===== config.mk =====
export PLATFORM = sky130hd
export DESIGN_NAME = integer_square_root_64
export DESIGN_NICKNAME = d
export VERILOG_FILES = /design/src/isr_pkg.sv /design/src/integer_square_root_64.sv /design/src/isr_datapath.sv /design/src/isr_ctrl.sv
export SDC_FILE = /design/constraint.sdc
export NUM_CORES = 1
export LEC_CHECK = 0
export ABC_AREA = 1
export BUFFER_PORTS_ARGS = -buffer_cell sky130_fd_sc_hd__buf_4
export CORE_UTILIZATION = 40
export DETAILED_ROUTE_END_ITERATION = 8
export PLACE_DENSITY = 0.65
export SYNTH_ARGS = -nofsm -noshare
export SYNTH_HDL_FRONTEND = slang
export SYNTH_SLANG_ARGS = --single-unit

===== constraint.sdc =====
create_clock -name clk -period 9.7 [get_ports clk]
set_input_delay 1.94 -clock clk [delete_from_list [all_inputs] [get_ports clk]]
set_output_delay 1.94 -clock clk [all_outputs]
set_load 0.01 [all_outputs]

===== src/isr_pkg.sv =====
// Shared types and constants for the 64-bit integer square root block.
package isr_pkg;

    localparam int RADICAND_W = 64;
    localparam int ROOT_W     = 32;

    typedef enum logic [1:0] {
        ST_IDLE,
        ST_CALC,
        ST_DONE
    } isr_state_t;

    typedef struct packed {
        logic load;      // capture a new radicand, clear the partial root
        logic step;      // one two-bit iteration
        logic publish;   // copy the finished root into the output register
    } isr_cmd_t;

    typedef struct packed {
        logic last_step; // trial bit sits at position zero
    } isr_status_t;

endpackage


===== src/integer_square_root_64.sv =====
// Integer square root, floor(sqrt(x)) of a 64-bit unsigned radicand.
// Sequence: load on the accepting edge, IN_WIDTH/2 rounded up two-bit iterations in a single
// subtract-compare unit (ST_CALC), then hand-off from ST_DONE into the output register.
// One item in flight: a new radicand is accepted only in ST_IDLE, after hand-off; the output
// register holds a result while the next item is accepted; a held result stalls hand-off.
// Reset (rst_n, async, active low) clears control state only.
module integer_square_root_64 #(
    parameter int IN_WIDTH = 64
) (
    input  logic                            clk,
    input  logic                            rst_n,
    input  logic                            s_axis_tvalid,
    output logic                            s_axis_tready,
    input  logic [isr_pkg::RADICAND_W-1:0]  s_axis_tdata,   // [63:0] radicand
    output logic                            m_axis_tvalid,
    input  logic                            m_axis_tready,
    output logic [isr_pkg::ROOT_W-1:0]      m_axis_tdata    // [31:0] root
);
    import isr_pkg::*;

    isr_cmd_t    cmd;
    isr_status_t status;

    isr_ctrl u_ctrl (
        .clk       (clk),
        .rst_n     (rst_n),
        .in_valid  (s_axis_tvalid),
        .in_ready  (s_axis_tready),
        .out_valid (m_axis_tvalid),
        .out_ready (m_axis_tready),
        .status    (status),
        .cmd       (cmd)
    );

    isr_datapath #(
        .IN_WIDTH (IN_WIDTH)
    ) u_datapath (
        .clk      (clk),
        .radicand (s_axis_tdata),
        .cmd      (cmd),
        .status   (status),
        .root     (m_axis_tdata)
    );

endmodule


===== src/isr_datapath.sv =====
// Datapath: remainder, partial root and trial bit registers with one subtract-compare unit.
module isr_datapath #(
    parameter int IN_WIDTH = 64
) (
    input  logic                            clk,
    input  logic [isr_pkg::RADICAND_W-1:0]  radicand,
    input  isr_pkg::isr_cmd_t               cmd,
    output isr_pkg::isr_status_t            status,
    output logic [isr_pkg::ROOT_W-1:0]      root
);
    import isr_pkg::*;

    // highest even bit position inside the datapath word
    localparam int TOP = ((IN_WIDTH - 1) / 2) * 2;

    logic [IN_WIDTH-1:0] rem_reg,  rem_next;
    logic [IN_WIDTH-1:0] root_reg, root_next;
    logic [IN_WIDTH-1:0] bit_reg,  bit_next;
    logic [ROOT_W-1:0]   result_reg, result_next;
    logic [IN_WIDTH:0]   trial;
    logic                fits;

    assign trial = {1'b0, root_reg} + {1'b0, bit_reg};
    assign fits  = {1'b0, rem_reg} >= trial;

    always_comb
    begin
        rem_next    = rem_reg;
        root_next   = root_reg;
        bit_next    = bit_reg;
        result_next = result_reg;
        if (cmd.load)
        begin
            rem_next  = radicand[IN_WIDTH-1:0];
            root_next = '0;
            bit_next  = IN_WIDTH'(1) << TOP;
        end
        else if (cmd.step)
        begin
            if (fits)
            begin
                rem_next  = rem_reg - trial[IN_WIDTH-1:0];
                root_next = (root_reg >> 1) + bit_reg;
            end
            else
            begin
                root_next = root_reg >> 1;
            end
            bit_next = bit_reg >> 2;
        end
        if (cmd.publish)
        begin
            result_next = ROOT_W'(root_reg);
        end
    end

    always_ff @(posedge clk)
    begin
        rem_reg    <= rem_next;
        root_reg   <= root_next;
        bit_reg    <= bit_next;
        result_reg <= result_next;
    end

    assign status.last_step = bit_reg[0];
    assign root             = result_reg;

endmodule


===== src/isr_ctrl.sv =====
// Controller: sequences load, iterations and result hand-off, owns both handshakes.
module isr_ctrl (
    input  logic                  clk,
    input  logic                  rst_n,
    input  logic                  in_valid,
    output logic                  in_ready,
    output logic                  out_valid,
    input  logic                  out_ready,
    input  isr_pkg::isr_status_t  status,
    output isr_pkg::isr_cmd_t     cmd
);
    import isr_pkg::*;

    isr_state_t state_reg, state_next;
    logic       out_valid_reg, out_valid_next;

    always_ff @(posedge clk or negedge rst_n)
    begin
        if (!rst_n)
        begin
            state_reg     <= ST_IDLE;
            out_valid_reg <= 1'b0;
        end
        else
        begin
            state_reg     <= state_next;
            out_valid_reg <= out_valid_next;
        end
    end

    always_comb
    begin
        state_next     = state_reg;
        cmd            = '0;
        in_ready       = 1'b0;
        out_valid_next = out_valid_reg;
        if (out_valid_reg && out_ready)
        begin
            out_valid_next = 1'b0;
        end
        unique case (state_reg)
            ST_IDLE:
            begin
                in_ready = 1'b1;
                if (in_valid)
                begin
                    cmd.load   = 1'b1;
                    state_next = ST_CALC;
                end
            end
            ST_CALC:
            begin
                cmd.step = 1'b1;
                if (status.last_step)
                begin
                    state_next = ST_DONE;
                end
            end
            ST_DONE:
            begin
                // output register free, or its transaction completes now
                if (!out_valid_reg || out_ready)
                begin
                    cmd.publish    = 1'b1;
                    out_valid_next = 1'b1;
                    state_next     = ST_IDLE;
                end
            end
            default:
            begin
                state_next = ST_IDLE;
            end
        endcase
    end

    assign out_valid = out_valid_reg;

endmodule

* Word level (Yosys, flattened, before mapping)
Index checks and enable logic that the tools add are counted.
Storage, ports and cells: flip-flop bits (word level) 195, bits of input ports 68, output and inout port bits 34, word-level logic and storage cells 40
Operators by class: add/subtract/negate cells 3, $lt $le $gt $ge 1, equality and inequality tests 5, multiplexer cells 17, reduce and logical (&&, ||, !) cells 8
Operators by type and width (number):
- 2-to-1 mux 64 bit | 4
- adder 64 x 63 -> 65 bit | 1
- greater-or-equal comparator 64 x 65 -> 1 bit | 1
- adder 63 x 63 -> 64 bit | 1
- subtractor 64 bit | 1
- 2-to-1 mux 1 bit | 9
- 2-to-1 mux 2 bit | 3
- one-hot mux 2 bit (3 select lines) | 1
- != test 2 x 1 -> 1 bit (second input constant) | 2
- nonzero test 2 bit | 2
- AND reduction 3 bit | 1
- == test 2 x 1 -> 1 bit (second input constant) | 1
- == test 2 bit (second input constant) | 1
- logical NOT 2 bit | 1
- != test 2 bit (second input constant) | 1
- AND reduction 2 bit | 1
- logical AND 1 bit | 1
- logical NOT 1 bit | 1
- logical OR 1 bit | 1

* Logic depth before layout (Yosys ltp)
depth in word-level cells 5, depth in mapped cells 31, depth with buffers taken out 30

* Hierarchy
A second synthesis with hierarchy kept.
Second synthesis, totals: cell total of the unflattened synthesis 3084, area, all modules 19278.5 µm²
By module, submodules not included:
- isr_datapath | times used 1, cells an instance 3063, area each 19132.1 µm², seq. area each 4804.6 µm²
- isr_ctrl | times used 1, cells an instance 21, area each 146.4 µm², seq. area each 75.1 µm²

* Worst setup path after synthesis
No wires, ideal clock.
path type register -> register, start reg u_datapath.bit_reg[0], end reg u_datapath.rem_reg[0] (enable), library setup time 0.574 ns, arrival 8.119 ns, data required time 9.126 ns, slack 1.007 ns, stages on the path, launching flop included 29, path buffers 1, period minus slack after synthesis 8.693 ns, path through dfxtp_1 -> ha_1 -> ha_1 -> nand3_1 -> or2_2 -> nand2_1 -> nand2_1 -> o21ai_0 -> nand2_1 -> nand2_1 -> nand4_1 -> nand2_1 -> a21oi_1 -> o21ai_0 -> xnor2_1 -> ha_1 -> nand2_1 -> inv_1 -> nand2_1 -> nor3_1 -> nand2_1 -> o21ai_1 -> nand3_1 -> nand2_2 -> nor2_4 -> nand2_4 -> inv_4 -> buf_6 -> o21ai_0
Between the ends: cells in the longest elaborated chain, start to end 4
RTL lines:
- start, declared | line isr_datapath.sv:18 | logic [IN_WIDTH-1:0] bit_reg, bit_next;
- start signal, assigned | line isr_datapath.sv:61 | bit_reg <= bit_next;
- adder 64 x 63 -> 65 bit | line isr_datapath.sv:23 | assign trial = {1'b0, root_reg} + {1'b0, bit_reg};
- greater-or-equal comparator 64 x 65 -> 1 bit | line isr_datapath.sv:24 | assign fits = {1'b0, rem_reg} >= trial;
- nonzero test 2 bit (no line)
- AND reduction 2 bit (no line)
- end signal, assigned | line isr_datapath.sv:59 | rem_reg <= rem_next;
- end, declared | line isr_datapath.sv:16 | logic [IN_WIDTH-1:0] rem_reg, rem_next;
No other way between the ends. A chain may end at the register's enable or synchronous reset.

* Worst setup path in the final report
start reg u_datapath.root_reg[8], end reg u_datapath.rem_reg[38] (enable)
Between the ends: cells in the longest elaborated chain, start to end 4
RTL lines:
- start, declared | line isr_datapath.sv:17 | logic [IN_WIDTH-1:0] root_reg, root_next;
- start signal, assigned | line isr_datapath.sv:60 | root_reg <= root_next;
- adder 64 x 63 -> 65 bit | line isr_datapath.sv:23
- greater-or-equal comparator 64 x 65 -> 1 bit | line isr_datapath.sv:24
- nonzero test 2 bit (no line)
- AND reduction 2 bit (no line)
No other way between the ends.

==> run_results.csv <==
group,metric,value,unit
sta,hold_viol_final,0,
sta,fmax,152,MHz
yosys,synthFlopType,"edfxtp_1",
global_route,grt_pass1_vias,19300,
yosys,synth_area,0.0193,mm^2
yosys,netlist.area_leader.share,15.0,%
die,die_area,0.0490,mm^2
setup_path,cpMaxStageDelayCell,"buf_4",
cts,cts.clk_slew.worst_paths,0.09,ns
final_layout,finalNetCount,3333,
flow_run,cap_violations,0,
setup_path,cp-end-kind,"flop",
sta,layout_setup_ws,3.14,ns
yosys,synthTopCellsByArea,"edfxtp_1, nand2_1, dfxtp_1",
global_route,grt_usage,28.1,%
routing,dr.pass1.iters,5,
sta,timing.final.crit_share,67.6,%
routing,routedWlPerCell,18.3,um
sta,setup_tns,0,ns
cts,cts-root-buf,"clkbuf_16",
die,start_util,40.4,%
routing,via_per_inst,5.42,
yosys,synthMostInstantiatedCell,"nand2_1",
yosys,synth.ff_latch_count,195,
yosys,synthXorXnorAreaFrac,5.96,%
sta,fin_skew,0.0228,ns
final_layout,drive_gt1_share,6.01,%
die,io_pins,102,
place,gp_congestion,1.03,
routing,vias,20400,
setup_path,crit_type,"flop to flop",
final_layout,largest_reg_flops,96,
final_layout,n_antenna_cell,0,
yosys,postSynthAreaPerCell,6.25,um^2
global_route,grt_pass1_wl,107000,um
sta,fin_crit,6.56,ns
routing,drtIter0Drc,1812,
yosys,synthMuxAreaShare,0,%
sta,relSlewSlack,30.9,%
cts,cts.sink_count,195,
status,status,"finished, final reports clean",
yosys,ys_types,55,
yosys,synthSimpleGateAreaFrac,33.2,%
yosys,synth_edf_count,96,
die,chipHeight,221,um
yosys,synth_cells,3082,
yosys,syn-num-nets,3281,
setup_path,cpPeakStageDelay,0.67,ns
yosys,synth_top_family_by_area,"simple AND/OR/NAND/NOR gates",
cts,hold_buffers,0,
yosys,synth_commonest_cells,"nand2_1, nor2_1, inv_1",
cts,clock_latency,0.53,ns
final_layout,final_util,44.4,%
setup_path,startpoint_type,"flop",
global_route,grt_max_degree,103,
yosys,ys_seq_area_share,25.3,%
yosys,synth_compound_area_share,16.9,%
setup_path,timing.critical_path.mode_cell,"nand2_1",
place,hpwl,55900,um
sta,grt_setup_unrepaired,"no",
place,dpl_worst_slack,3.31,ns
die,num_rows,80,
yosys,yosysTopAreaCell,"edfxtp_1",
setup_path,cp_max_fo,64,
setup_path,cp.required,9.85,ns
routing,drt-total-wl,69000,um
yosys,ys_warn_count,0,
cts,cts_buffer_depth,2,
cts,post-cts-setup-buffers,0,
place,io_buffers,101,
routing,antenna_left,0,
cts,cts_tree,"yes",
setup_path,worstPathArrival,6.71,ns
routing,remaining_drc_errors,0,
global_route,grt_overflow,0,
hold_path,hp-class,"flop to flop",
sta,maxSlewViolCount,0,
die,core,0.0476,mm^2
global_route,antenna_found_initial,0,
sta,worst_pin_slew,1.04,ns
yosys,synth_adder_area_share,8.55,%
die,fp.dieW,221,um
cts,ctsResizeCount,0,
sta,setup_viol,0,
cts,cts_made_buffers,17,
cts,htree_num_levels,4,
final_layout,syn2layout_area_growth,9.79,%
yosys,async_reset_ff_share,1.54,%
## final timing paths
| path | endpoint | cells after the start | from | slack [ns] |
|---|---|---|---|---|
| worst max-delay path | u_datapath.rem_reg[38] | 27 | u_datapath.root_reg[8] | 3.14 |
| worst min-delay path | u_datapath.root[0] | 0 | u_datapath.root_reg[0] | 0.48 |
| worst max register to register | u_datapath.rem_reg[38] | 27 | u_datapath.root_reg[8] | 3.14 |
| worst min register to register | u_datapath.root[0] | 0 | u_datapath.root_reg[0] | 0.48 |
| max in group asynchronous | u_ctrl.state_reg[0] | 1 | rst_n | 8.42 |
| min in group asynchronous | u_ctrl.out_valid | 1 | rst_n | 1.18 |
## per-layer routing
layer	routed length [um]	track usage (%)	part of all wire, %	up-vias
met1	32200	38.8	47	9225
met3	4150	3.32	6.0	141
met4	2830	12.8	4.1	0
met2	29800	43.7	43	749
met5	0	0	0	-
li1	-	-	-	10300
## per-stage QoR
step | cell area (um^2) | std cells | hold WS [ns]
after CTS | 21100 | 3762 | 0.479
final | 21100 | 3762 | 0.477
after global placement | 20500 | 3730 | 0.454
after detailed placement | 20500 | 3730 | 0.459
after global routing | 21100 | 3762 | 0.492
after floorplan | 19300 | 3082 | 0.429
## critical path: cells and delay by family (launching register included)
family | cells | cell delay, ns
simple gates | 13 | 1.83
compound gates | 6 | 1.58
buf+inv | 5 | 1.31
fa+ha+maj | 2 | 0.77
flops | 1 | 0.40
xor+xnor | 1 | 0.15
## layout by cell type, fill, tap and decap left out, types with 15 or more instances in the layout
cell,instances
nor3_1,33
a21o_1,20
ha_1,130
xor2_1,79
xnor2_1,52
edfxtp_1,96
or2_2,29
a21oi_1,186
nand2_1,724
o21ai_0,248
buf_4,109
a31oi_1,15
nand3_1,247
dfxtp_1,96
clkbuf_16,17
inv_1,417
nand4_1,39
o21ai_1,36
o21bai_1,30
nor2_1,434
## cell families (layout without fill, tap and decap cells)
| logic type | Yosys count | count (layout) |
|---|---|---|
| AO/OA/AOI/OAI | 590 | 590 |
| buffers and inverters | 498 | 563 |
| adder cells (fa/ha/maj) | 131 | 131 |
| flip-flops | 195 | 195 |
| AND/OR/NAND/NOR | 1537 | 1537 |
| XOR/XNOR | 131 | 131 |
## final cells by class
class / count / area (um^2)
Sequential cell: 195 / 4880
Clock inverter: 15 / 195
Multi-Input combinational cell: 2389 / 12500
Clock buffer: 17 / 425
Fill cell: 5152 / 26500
Inverter: 422 / 1590
Timing Repair Buffer: 109 / 818
Tap cell: 615 / 769
Power is not shown: default switching activity piles up to over one toggle a cycle in this logic, so the estimate is an artifact.
